--- src/hw/rtl/gmw_ram.sv ---
// ----------------------------------------------------------------------------
// gmw_ram: generic single-write, single-read RAM
// Registered read; a read at the address being written returns the old data.
// ----------------------------------------------------------------------------
module gmw_ram #(
  parameter int WIDTH  = 8,
  parameter int DEPTH  = 16,
  parameter int ADDR_W = $clog2(DEPTH)
) (
  input  logic              clk_i,
  input  logic              we_i,
  input  logic [ADDR_W-1:0] waddr_i,
  input  logic [WIDTH-1:0]  wdata_i,
  input  logic [ADDR_W-1:0] raddr_i,
  output logic [WIDTH-1:0]  rdata_o
);

  logic [WIDTH-1:0] mem_q [DEPTH];
  logic [WIDTH-1:0] rdata_q;

  always_ff @(posedge clk_i) begin
    if (we_i) begin
      mem_q[waddr_i] <= wdata_i;
    end
    rdata_q <= mem_q[raddr_i];
  end

  assign rdata_o = rdata_q;

endmodule

--- config.mk ---
export PLATFORM = sky130hd
export DESIGN_NAME = gmw_ram
export DESIGN_NICKNAME = d
export VERILOG_FILES = /design/src/hw/rtl/gmw_ram.sv
export SDC_FILE = /design/constraint.sdc
export NUM_CORES = 1
export LEC_CHECK = 0
export BUFFER_PORTS_ARGS = -buffer_cell sky130_fd_sc_hd__buf_2
export CORE_MARGIN = 2
export CORE_UTILIZATION = 50
export CTS_CLUSTER_SIZE = 30
export DETAILED_ROUTE_END_ITERATION = 8
export GPL_TIMING_DRIVEN = 0
export HOLD_SLACK_MARGIN = 0.08
export PLACE_DENSITY = 0.7
export RECOVER_POWER = 50
export SLEW_MARGIN = 20
export SYNTH_ARGS = -nofsm -noshare
export SYNTH_HDL_FRONTEND = slang
export SYNTH_SLANG_ARGS = --single-unit
--- constraint.sdc ---
create_clock -name clk_i -period 2.1 [get_ports clk_i]
set_clock_uncertainty 0.1 [all_clocks]
set_input_delay 0.42 -clock clk_i [delete_from_list [all_inputs] [get_ports clk_i]]
set_output_delay 0.42 -clock clk_i [all_outputs]
set_load 0.05 [all_outputs]
==> results.txt <==
Syn. warnings = 0
Die Wd = 105 um
drt pass-1 iters = 5
Post-Layout Cell Count = 421
max_slew headroom = 16.2%
CP arrival = 1.77 ns
port bufs = 24
max_cap viols = 0
Startpoint Class = primary input
die area = 11100 um2
layout cells sized above 1 = 26.7%
# DRC = 0
setup violators final = 0
GR Util met2 = 27.3%
Worst-path clk slew = 0.06 ns
total grt overflow = 0
reg2reg setup slack = 0.52 ns
met3 capacity usage during global routing = 5.13%
Max clock buf depth = 2
top-area cell type share of the netlist area = 74.7%
Slew @ Worst Pin = 1.25 ns
fmax = 579 MHz
gpl congestion = 0.704
routed vias/inst = 5.60
Seq/Total Area, Yosys = 77.8%
unrepaired setup endpoints after global routing = no
Nets = 290
outcome = finished, final reports clean
post-synth top area cell = edfxtp_1
Initial Util = 50.8%
worst path bufs/invs = 1
critical setup path kind = in2reg
CP endpoint kind = register
hold crit path type = in2reg
GR Util met1 = 28.1%
CTS tree = built
final hold violation count = 0
hold-fix buffers at CTS = 0
PD cells = 1050 nW/um2
gr busiest metal = met1
DRT iter0 DRCs = 169
wire length per cell = 22.7 um
minimum clock period = 1.73 ns
clk_lat worst skew = 0.52 ns
Mapped Cells = 229
Placeable Area = 10100 um2
Die H = 105 um
Mapped Nets = 247
Post-DP HPWL = 5.85 mm
# clock sinks = 136
mapped cell area = 5150 um2
CTS root buffer = clkbuf_8
Max Fanout on Critical Path = 8
initial antenna violation count = 0
final wirelength = 9.54 mm
I/O pins = 26
#FFs+latches synth = 136
Rows = 37
vias in the first global route = 2413
CP delay by family, top = simple AND/OR/NAND/NOR gates
PostCTS Resize Cnt = 0
placed instance count = 389
Max VDD drop = 475 uV
Req. time, crit path = 2.14 ns
antenna cell count = 0
leakage power = 0.00200 uW
period utilization = 82.3%
largest net degree at the start of global routing = 17
Max stage delay on crit path = 0.67 ns
htree depth = 4
total CTS buffers = 17
synth cell count leaders = edfxtp_1 (128), mux4_2 (18), a22oi_1 (16)
Tot GR Track Use = 19.0%
post-route antenna net violation count = 0
most frequently used flop master after synthesis = edfxtp_1
first-pass GRT wire length = 14.7 mm
Fin Setup TNS = 0 ns
max-slew violation count = 0
Yosys cell types = 19
Post-synth EDFFs = 128
Vias = 2358
ys async rst share = 0%
area grow syn2layout = 17.2%
post-CTS setup buffer count = 0
synthesized area per cell = 22.5 um2
most frequent cell after synthesis = edfxtp_1
CP cell instances = clkbuf_1 > or3b_2 > nor2_1
Area contributors post-synth = edfxtp_1 (75%), mux4_2 (7.9%), mux4_1 (7.1%), dfxtp_1 (3.1%), a22oi_1 (2.3%)
Worst path slowest cell = nor2_1
[metrics by stage]
stage	area (um2)	hold WS, ns	power (uW)	setup WS (ns)	utilization [%]
final	6030	0.292	6310	0.372	59.5
after global routing	6030	0.308	6490	0.283	59.5
after detailed placement	5460	0.566	3450	-0.123	53.8
after floorplan	5150	0.419	3320	0.0871	-
after global placement	5440	0.556	3440	-0.488	53.6
after CTS	6050	0.180	6360	0.419	59.7
[placed cells by master (no fill, tap or decap), types with 4 or more instances in the layout]
cell type  instances
nor2_1            13
a22oi_1           16
clkinv_4           4
clkbuf_16         16
nand2_1            9
edfxtp_1         128
buf_2             18
clkbuf_1          10
dfxtp_1            8
mux4_1            14
mux4_2            18
[layout make-up]
type                            count  area [um2]
Buffer                             10        86.3
Clock buffer                       18         418
Clock inverter                     14         174
Fill cell                         705        4110
Multi-Input combinational cell     83        1070
Sequential cell                   136        4000
Tap cell                          136         170
Timing Repair Buffer               24         109
[registers in the layout, summed over array words and instances (netlist names)]
register and flops:
rdata_o 8, mem_q 128
[per-layer routing]
metal	wire length, um	vias to the layer above	share of wire, %
li1	-	1058	-
met1	4130	1203	43
met2	4610	88	48
met3	650	9	6.8
met4	150	0	1.6
met5	0	-	0
[power by group]
part | internal, uW | switching (uW)
logic | 118 | 225
clock network | 1820 | 1100
registers | 3040 | 13.6
[worst register-to-register path: cells and delay by family, from the launching register on]
family | cells | cell delay (ns)
simple gates | 1 | 0.10
flops | 1 | 0.37
mux | 1 | 0.56
compound gates | 1 | 0.32
[path summary, 6_finish.rpt]
path / from / end / cells after the start
worst min-delay path: raddr_i[1] / rdata_o[7]$_DFF_P_ / 4
worst min register to register: mem_q[8][1]$_DFFE_PP_ / rdata_o[1]$_DFF_P_ / 3
worst max register to register: mem_q[5][0]$_DFFE_PP_ / rdata_o[0]$_DFF_P_ / 3
worst max-delay path: we_i / mem_q[2][2]$_DFFE_PP_ / 3
[kinds of logic (layout without fill, tap and decap cells)]
| family | after synthesis | in the layout | share of synthesized area [%] |
|---|---|---|---|
| muxes | 32 | 32 | 15.0 |
| DFF | 136 | 136 | 77.8 |
| and+or+nand+nor | 35 | 35 | 3.18 |
| buffers and inverters | 10 | 66 | 1.68 |
| AOI/OAI and AO/OA | 16 | 16 | 2.33 |
No activity file was read; power rests on OpenSTA's default activity.
