[config.mk]
export PLATFORM = sky130hd
export DESIGN_NAME = gmw_emit
export DESIGN_NICKNAME = d
export VERILOG_FILES = /design/src/hw/rtl/gmw_pkg.sv /design/src/hw/rtl/gmw_emit.sv
export SDC_FILE = /design/constraint.sdc
export NUM_CORES = 1
export LEC_CHECK = 0
export ABC_AREA = 1
export CAP_MARGIN = 20
export CORE_UTILIZATION = 27
export CTS_CLUSTER_DIAMETER = 150
export CTS_CLUSTER_SIZE = 24
export DETAILED_ROUTE_END_ITERATION = 6
export DONT_BUFFER_PORTS = 1
export PLACE_DENSITY = 0.48
export SYNTH_ARGS = -nofsm -noshare
export SYNTH_HDL_FRONTEND = slang
export SYNTH_SLANG_ARGS = --single-unit
[constraint.sdc]
create_clock -name clk_i -period 7.8 [get_ports clk_i]
set_input_delay 0.78 -clock clk_i [delete_from_list [all_inputs] [get_ports clk_i]]
set_output_delay 0.78 -clock clk_i [all_outputs]
set_load 0.01 [all_outputs]
[src/hw/rtl/gmw_pkg.sv]
// ----------------------------------------------------------------------------
// gmw_pkg: shared types and constants of the grid mesh winding indexer
// Sizes, point and sign types, and the records that travel between stages.
// ----------------------------------------------------------------------------
package gmw_pkg;

  localparam int COLS_MAX   = 64;
  localparam int ROWS_MAX   = 64;
  localparam int POS_W      = 24;
  localparam int CNT_W      = 7;
  localparam int IDX_W      = 13;
  localparam int CFG_W      = 7;
  localparam int COL_AW     = $clog2(COLS_MAX + 1);
  localparam int DIFF_W     = POS_W + 1;
  localparam int PROD_W     = 2 * DIFF_W;
  localparam int SUB_W      = PROD_W + 1;
  localparam int FIFO_DEPTH = 8;
  localparam int FIFO_AW    = $clog2(FIFO_DEPTH);
  localparam int CRD_W      = $clog2(FIFO_DEPTH + 1);

  typedef enum logic {
    REG_GRID_COLUMNS = 1'b0,
    REG_GRID_ROWS    = 1'b1
  } reg_idx_e;

  typedef enum logic [1:0] {
    SGN_NONE = 2'd0,
    SGN_POS  = 2'd1,
    SGN_NEG  = 2'd2
  } sign_e;

  typedef struct packed {
    logic signed [POS_W-1:0] y;
    logic signed [POS_W-1:0] x;
  } point_t;

  // Per-vertex control record that follows the cross product pipeline.
  typedef struct packed {
    logic             closing;
    logic             is_final;
    logic             pos_ok;
    logic [IDX_W-1:0] va;
    logic [IDX_W-1:0] vd;
  } item_t;

  typedef struct packed {
    item_t item;
    sign_e s0;
    sign_e s1;
  } cross_t;

  // Work for the result sequencer: one record per vertex that has results.
  typedef struct packed {
    logic             closing;
    logic             is_final;
    logic             verdict;
    logic [IDX_W-1:0] va;
    logic [IDX_W-1:0] vd;
  } job_t;

  typedef struct packed {
    logic             kind;
    logic [IDX_W-1:0] idx;
    logic             ok;
    logic             last;
  } result_t;

  function automatic logic signed [DIFF_W-1:0] pos_diff(
    input logic signed [POS_W-1:0] p,
    input logic signed [POS_W-1:0] q
  );
    return DIFF_W'(p) - DIFF_W'(q);
  endfunction

endpackage

[src/hw/rtl/gmw_emit.sv]
// ----------------------------------------------------------------------------
// gmw_emit: result queue and sequencer
// Queues per-vertex jobs and unrolls each into six indices and/or a verdict.
// ----------------------------------------------------------------------------
module gmw_emit import gmw_pkg::*; (
  input  logic    clk_i,
  input  logic    rst_ni,
  input  logic    push_i,
  input  job_t    job_i,
  output logic    pop_o,
  output logic    out_valid_o,
  input  logic    out_ready_i,
  output result_t out_o
);

  localparam logic [2:0] STEP_A0      = 3'd0;
  localparam logic [2:0] STEP_C0      = 3'd1;
  localparam logic [2:0] STEP_B0      = 3'd2;
  localparam logic [2:0] STEP_B1      = 3'd3;
  localparam logic [2:0] STEP_C1      = 3'd4;
  localparam logic [2:0] STEP_D       = 3'd5;
  localparam logic [2:0] STEP_VERDICT = 3'd6;

  job_t               fifo_q [FIFO_DEPTH];
  logic [FIFO_AW-1:0] wptr_q, rptr_q;
  logic [CRD_W-1:0]   count_q;
  logic [2:0]         step_q;
  logic               out_valid_q;
  result_t            out_q;

  job_t               head;
  logic [2:0]         sel;
  logic               load_ok;
  logic               fire;
  logic               done;
  result_t            res;

  assign head    = fifo_q[rptr_q];
  assign load_ok = !out_valid_q || out_ready_i;
  assign fire    = (count_q != '0) && load_ok;
  assign sel     = head.closing ? step_q : STEP_VERDICT;
  assign done    = (sel == STEP_VERDICT) || ((sel == STEP_D) && !head.is_final);
  assign pop_o   = fire && done;

  always_comb begin
    res.kind = 1'b0;
    res.ok   = 1'b0;
    res.last = 1'b0;
    unique case (sel)
      STEP_A0: res.idx = head.va;
      STEP_C0, STEP_C1: res.idx = head.vd - IDX_W'(1);
      STEP_B0, STEP_B1: res.idx = head.va + IDX_W'(1);
      STEP_D: begin
        res.idx  = head.vd;
        res.last = !head.is_final;
      end
      STEP_VERDICT: begin
        res.kind = 1'b1;
        res.idx  = '0;
        res.ok   = head.verdict;
        res.last = 1'b1;
      end
      default: res.idx = '0;
    endcase
  end

  always_ff @(posedge clk_i or negedge rst_ni) begin
    if (!rst_ni) begin
      wptr_q      <= '0;
      rptr_q      <= '0;
      count_q     <= '0;
      step_q      <= STEP_A0;
      out_valid_q <= 1'b0;
    end else begin
      if (push_i) begin
        wptr_q <= wptr_q + FIFO_AW'(1);
      end
      if (pop_o) begin
        rptr_q <= rptr_q + FIFO_AW'(1);
      end
      count_q <= count_q + CRD_W'(push_i) - CRD_W'(pop_o);
      if (fire) begin
        step_q <= done ? STEP_A0 : step_q + 3'd1;
      end
      if (load_ok) begin
        out_valid_q <= fire;
      end
    end
  end

  always_ff @(posedge clk_i) begin
    if (push_i) begin
      fifo_q[wptr_q] <= job_i;
    end
    if (fire) begin
      out_q <= res;
    end
  end

  assign out_valid_o = out_valid_q;
  assign out_o       = out_q;

endmodule

==> flow_summary_export.csv, run 1 <==
group,metric,value,unit
finish,antenna_cells,0,
synth,synth_simple_gate_area_share,0.222,
place,portBuffers,0,
global_route,grt_pass1_wl,44900,um
power,peakVddDrop,0.000214,V
place,place.gp.congestion,0.823,
synth,ys_seq_area_frac,0.650,
critical_path,worstPathMaxFanout,72,
global_route,grt_usage,0.132,
power,leakagePower,5.09,nW
power,p_int,2.67,mW
power,power_frac_clock,0.179,
timing,max_freq,240,MHz
job,drv_cap,0,
timing,slew_headroom,0.477,
routing,wirelength,29300,um
clock_tree,cts_tree,"yes",
clock_tree,clk_latency,0.50,ns
synth,netlist_instances,1159,
timing,slew_viol_final,0,
synth,synth_xor_area_frac,0.00511,
synth,synth_fa_ha_area_frac,0.0121,
routing,drtIter0Drc,649,
power,netSwitchingFraction,0.416,
critical_path,cp_data_arrival_time,3.38,ns
synth,synth_cell_types,36,
die,die_area,45300,um2
clock_tree,cts_resized,0,
global_route,grt_max_degree,73,
clock_tree,hold_buffers,1,
power,switchingPower,1.91,mW
power,pwr-share-comb,0.394,
synth,synth_warnings,0,
die,start_util,0.276,
finish,drive_gt1_frac,0.0740,
die,core,43500,um2
global_route,grt_overflow,0,
synth,synthMuxAreaShare,0,
clock_tree,cts-root-buf,"clkbuf_16",
timing,tns,0,ns
synth,async_reset_ff_frac,0.0534,
hold_path,hp-class,"primary input to register",
synth,synth_compound_area_frac,0.0292,
clock_tree,post_cts_buffers,0,
synth,netlist_area,12000,um2
place,hpwl,16700,um
routing,firstDrtPassIters,4,
routing,via_per_inst,4.38,
timing,rsz0062_at_grt,"false",
critical_path,path_class,"register to output pin",
synth,ys_ff_latch,262,
timing,skew,0.0216,ns
die,row_count,76,
timing,worst_slew_pin_slew,0.784,ns
critical_path,cp-startpoint,"rptr_q[0]$_DFFE_PN0P_",
die,ioPinCount,51,
die,chipHeight,213,um
routing,vias,7593,
status,status,"finished clean",
timing,setup_viol,0,
synth,ys_dominant_reg_cell,"edfxtp_1",
routing,wl_per_cell,16.9,um
synth,synth_area_per_cell,10.3,um2
critical_path,reg2reg_from,"rptr_q[0]$_DFFE_PN0P_",
critical_path,worst_setup_path_start_kind,"register",
global_route,antenna_found_initial,0,
finish,syn2layout_area_growth,7.74,%
critical_path,cp.required,7.02,ns
clock_tree,clock-sinks,262,
power,p_seq_frac,0.427,
clock_tree,clk_pin_slew,0.10,ns
timing,hold_viol,0,
die,die_w,213,um
hold_path,hp-start,"job_i[17]",
synth,synth-edff-count,248,
clock_tree,clockBufferDepth,3,
synth,syn-num-nets,1203,
clock_tree,numCtsBuffers,14,
finish,nNetsFinal,1184,
timing,fin_crit,4.16,ns
clock_tree,htreeDepth,1,
timing,min_period_over_period,0.533,
critical_path,end_kind,"output pin",
synth,synth_top_family_by_area,"simple AND/OR/NAND/NOR gates",
global_route,grt_pass1_vias,7325,
routing,remaining_drc_errors,0,
routing,ant_nets,0,
power,power.density,355,nW/um2
timing,worst_hold_slack,0.363,ns
==> state kept, by name, indices dropped and copies added, names as in the netlist <==
name / count
count_q: 4
fifo_q: 232
out_o: 16
out_valid_o: 1
rptr_q: 3
step_q: 3
wptr_q: 3
==> per-layer routing <==
metal | track usage | share of wire
met1 | 0.176 | 0.47
met2 | 0.217 | 0.46
met3 | 0.0338 | 0.059
met4 | 0.0263 | 0.014
met5 | 0 | 0
==> Yosys cell counts (4+ instances only) <==
| library cell | number | area (um2) |
|---|---|---|
| a21oi_1 | 14 | 70.1 |
| nand3_1 | 138 | 691 |
| o21ai_1 | 13 | 65.1 |
| ha_1 | 10 | 125 |
| nand2_1 | 345 | 1290 |
| buf_4 | 9 | 67.6 |
| buf_2 | 20 | 100 |
| nand3_2 | 4 | 40.0 |
| nand4_1 | 10 | 62.6 |
| edfxtp_1 | 248 | 7450 |
| nor2_1 | 80 | 300 |
| nor2_4 | 4 | 45.0 |
| nor2_2 | 8 | 50.1 |
| dfrtp_1 | 14 | 350 |
| nand2_2 | 16 | 100 |
| xor2_1 | 5 | 43.8 |
| inv_1 | 142 | 533 |
| o21ai_0 | 28 | 140 |
| buf_6 | 17 | 191 |
==> final cells by class <==
type	count	area, um2
repair buffers	16	123
flip-flops and latches	262	7800
well taps	585	732
inverters	146	553
clock buffers	24	419
multi-input cells	700	3290
fillers	4461	30500
==> stage by stage <==
step	cells	area, um2	utilization	power [mW]	worst slack, ns
floorplan	1159	12000	-	3.37	4.84
global placement	1708	12500	0.287	3.79	3.96
detailed placement	1708	12500	0.287	3.82	3.89
CTS	1733	12900	0.297	4.64	3.61
global route	1733	12900	0.297	4.93	3.33
finish	1733	12900	0.297	4.58	3.64
==> power groups by stage <==
stage          Clock (mW)  Sequential, mW  Combinational, mW
6_report            0.822            1.96               1.81
5_1_grt             0.892            1.98               2.05
4_1_cts             0.846            1.96               1.83
3_5_place_dp            0            1.99               1.82
3_3_place_gp            0            1.99               1.80
2_1_floorplan           0            1.89               1.48
==> critical path, cell delays in order, from the launching register on <==
cell,delay (ns)
dfrtp_4,0.76
inv_6,0.55
nor2_1,0.08
o21ai_1,0.14
nand2_1,0.07
nand2_2,0.15
nand4_2,0.33
inv_1,0.23
nand2_1,0.11
nand2_2,0.13
nand2_2,0.08
inv_1,0.17
==> kinds of logic (layout without fill, tap and decap cells) <==
group | after synthesis | count (layout)
flops | 262 | 262
fa+ha+maj | 11 | 11
buf+inv | 197 | 186
xor+xnor | 7 | 7
compound gates | 65 | 65
simple gates | 617 | 617
==> layout by cell type, fill, tap and decap left out, drive strengths merged, types with 3 or more instances in the layout <==
cell | Yosys | layout
buf | 49 | 15
xor2 | 5 | 5
or2 | 3 | 3
dfrtp | 14 | 14
o21ai | 44 | 44
o22ai | 3 | 3
edfxtp | 248 | 248
nand3 | 142 | 142
nand4 | 11 | 11
nand2 | 361 | 361
nor2 | 92 | 92
a21oi | 14 | 14
nand3b | 3 | 3
ha | 10 | 10
inv | 146 | 146
clkbuf | 2 | 24
==> path summary, 6_finish.rpt <==
kind                                                 to  slack (ns)  cells past startpoint
worst max-delay path                              pop_o        3.64                     11
worst min-delay path            fifo_q[3][17]$_DFFE_PP_        0.36                      0
worst max register to register     count_q[2]$_DFF_PN0_        3.88                     16
worst min register to register    wptr_q[0]$_DFFE_PN0P_        0.55                      2
max in group asynchronous         rptr_q[0]$_DFFE_PN0P_        6.55                      1
min in group asynchronous         step_q[0]$_DFFE_PN0P_        0.75                      1
Power figures use the tool's default switching activity.
==> run 2, diff against run 1 <==
==> constraint.sdc (replaced) <==
create_clock -name clk_i -period 4.3 [get_ports clk_i]
set_input_delay 0.43 -clock clk_i [delete_from_list [all_inputs] [get_ports clk_i]]
set_output_delay 0.43 -clock clk_i [all_outputs]
set_load 0.01 [all_outputs]
==> flow_summary_export.csv, run 2 (synthesis results as in run 1) <==
group,metric,value,unit
routing,remaining_drc_errors,0,
timing,rsz0062_at_grt,"false",
place,hpwl,18300,um
global_route,grt.busiest_layer,"met2",
die,chipHeight,213,um
finish,antenna_cells,0,
place,portBuffers,0,
die,die_w,213,um
critical_path,end_kind,"register",
timing,worst_slew_pin_slew,1.04,ns
global_route,globalRouteMet1Util,0.177,
place,dpl_cell_area,12500,um2
global_route,grt_max_degree,77,
global_route,grt_overflow,0,
clock_tree,clockBufferDepth,3,
clock_tree,cts-root-buf,"clkbuf_16",
finish,largest_reg_flops,232,
status,status,"finished clean",
routing,drtIter0Drc,650,
critical_path,worst_setup_path_start_kind,"register",
finish,regMostFlops,"fifo_q",
global_route,met3_usage,0.0329,
timing,skew,0.0134,ns
critical_path,cp_num_buf_inv,4,
finish,nNetsFinal,1188,
die,start_util,0.276,
global_route,grt_pass1_wl,46000,um
finish,syn2layout_area_growth,7.81,%
clock_tree,numCtsBuffers,14,
critical_path,path_class,"register to register",
power,p_seq_frac,0.418,
power,power.density,642,nW/um2
clock_tree,cts_resized,0,
power,pwr-share-comb,0.410,
routing,vias,7593,
timing,slew_viol_final,0,
critical_path,cp_data_arrival_time,3.63,ns
critical_path,worstPathMaxFanout,76,
power,p_int,4.83,mW
timing,setup_viol,0,
timing,tns,0,ns
critical_path,cp.required,4.68,ns
clock_tree,clock-sinks,262,
clock_tree,clk_latency,0.50,ns
timing,fin_crit,3.25,ns
global_route,grt_pass1_vias,7346,
routing,wirelength,29900,um
timing,min_period_over_period,0.755,
critical_path,cp_slowest_cell,"dfrtp_4",
job,drv_cap,0,
power,peakVddDrop,0.000272,V
timing,worst_hold_slack,0.0198,ns
clock_tree,htreeDepth,1,
routing,wl_per_cell,17.3,um
clock_tree,clk_pin_slew,0.11,ns
finish,layout_common_cells,"nand2_1 (345), edfxtp_1 (248), inv_1 (142)",
power,netSwitchingFraction,0.418,
critical_path,path_cells,"inv_6, nor2_1, o21ai_1, nand2_1, nand2_2, nand4_2, inv_1, nand2_1, nand2_2, nand2_2, inv_1, ha_1, inv_1, ha_1, fa_1",
global_route,grt_usage,0.135,
die,row_count,76,
routing,via_per_inst,4.38,
global_route,antenna_found_initial,0,
power,power_frac_clock,0.172,
finish,final_common_cell,"nand2_1",
critical_path,cp-startpoint,"rptr_q[0]$_DFFE_PN0P_",
routing,ant_nets,0,
timing,slew_headroom,0.302,
die,core,43500,um2
timing,max_freq,308,MHz
power,total_power,8.29,mW
die,die_area,45300,um2
timing,hold_viol,0,
place,place.gp.congestion,0.828,
hold_path,hp-start,"job_i[25]",
clock_tree,cts_tree,"yes",
critical_path,critPathTopFamily,"adder cells",
routing,firstDrtPassIters,7,
power,leakagePower,5.10,nW
finish,stdcell_area,12900,um2
clock_tree,post_cts_buffers,0,
die,ioPinCount,51,
finish,drive_gt1_frac,0.0758,
finish,utilization,0.297,
hold_path,hp-class,"primary input to register",
critical_path,crit_path_max_incr_delay,0.54,ns
power,switchingPower,3.46,mW
global_route,grt_util_met2,0.225,
critical_path,reg2reg_from,"rptr_q[0]$_DFFE_PN0P_",
## run 2: cell count changes in the layout (fill, tap and decap cells not counted)
cell           previous run  this run
clkbuf_1                  8         4
buf_4                    15        18
clkbuf_8                  1         0
clkinv_1                  0         1
dlygate4sd3_1             1         2
## run 2: cell type report
class / count / area, um2
clock buffers: 19 / 390
fillers: 4482 / 30500
clock inverters: 1 / 3.75
repair buffers: 20 / 155
well taps: 585 / 732
multi-input cells: 700 / 3290
flip-flops and latches: 262 / 7800
inverters: 146 / 553
## run 2: worst paths after layout
| path | slack [ns] | cells past startpoint | to |
|---|---|---|---|
| max reg2reg | 1.05 | 15 | count_q[1]$_DFF_PN0_ |
| max | 1.05 | 15 | count_q[1]$_DFF_PN0_ |
| min in group asynchronous | 0.41 | 1 | rptr_q[2]$_DFFE_PN0P_ |
| min | 0.02 | 0 | fifo_q[3][25]$_DFFE_PP_ |
| max in group asynchronous | 3.39 | 1 | rptr_q[0]$_DFFE_PN0P_ |
| min reg2reg | 0.56 | 2 | wptr_q[0]$_DFFE_PN0P_ |
## run 2: through the flow
stage	instances	setup slack, ns
CTS	1733	1.00
detailed placement	1711	1.03
global route	1733	0.764
floorplan	1159	1.60
global placement	1711	1.12
finish	1733	1.05
## run 2: worst reg2reg max path: stages, from the launching register on
cell and delay, ns:
dfrtp_4 0.54, inv_6 0.42, nor2_1 0.12, o21ai_1 0.16, nand2_1 0.07, nand2_2 0.15
nand4_2 0.10, inv_1 0.13, nand2_1 0.11, nand2_2 0.14, nand2_2 0.09, inv_1 0.17
ha_1 0.26, inv_1 0.06, ha_1 0.18, fa_1 0.42
## run 2: metal layers
| layer | routed length [um] | share of wire |
|---|---|---|
| met3 | 1910 | 0.064 |
| met5 | 0 | 0 |
| met4 | 600 | 0.020 |
| met2 | 13900 | 0.47 |
| met1 | 13500 | 0.45 |
## run 2: timing repair
item,4_1_cts,5_1_grt
setup endpoints to repair,0,0
hold endpoints to repair,15,0
hold buffers,2,0
## run 2: power groups by stage
stage	clock network, mW	logic, mW	registers (mW)
2_1_floorplan	0	2.68	3.43
3_3_place_gp	0	3.40	3.53
3_5_place_dp	0	3.42	3.53
4_1_cts	1.49	3.44	3.47
5_1_grt	1.56	3.84	3.51
6_report	1.43	3.40	3.46
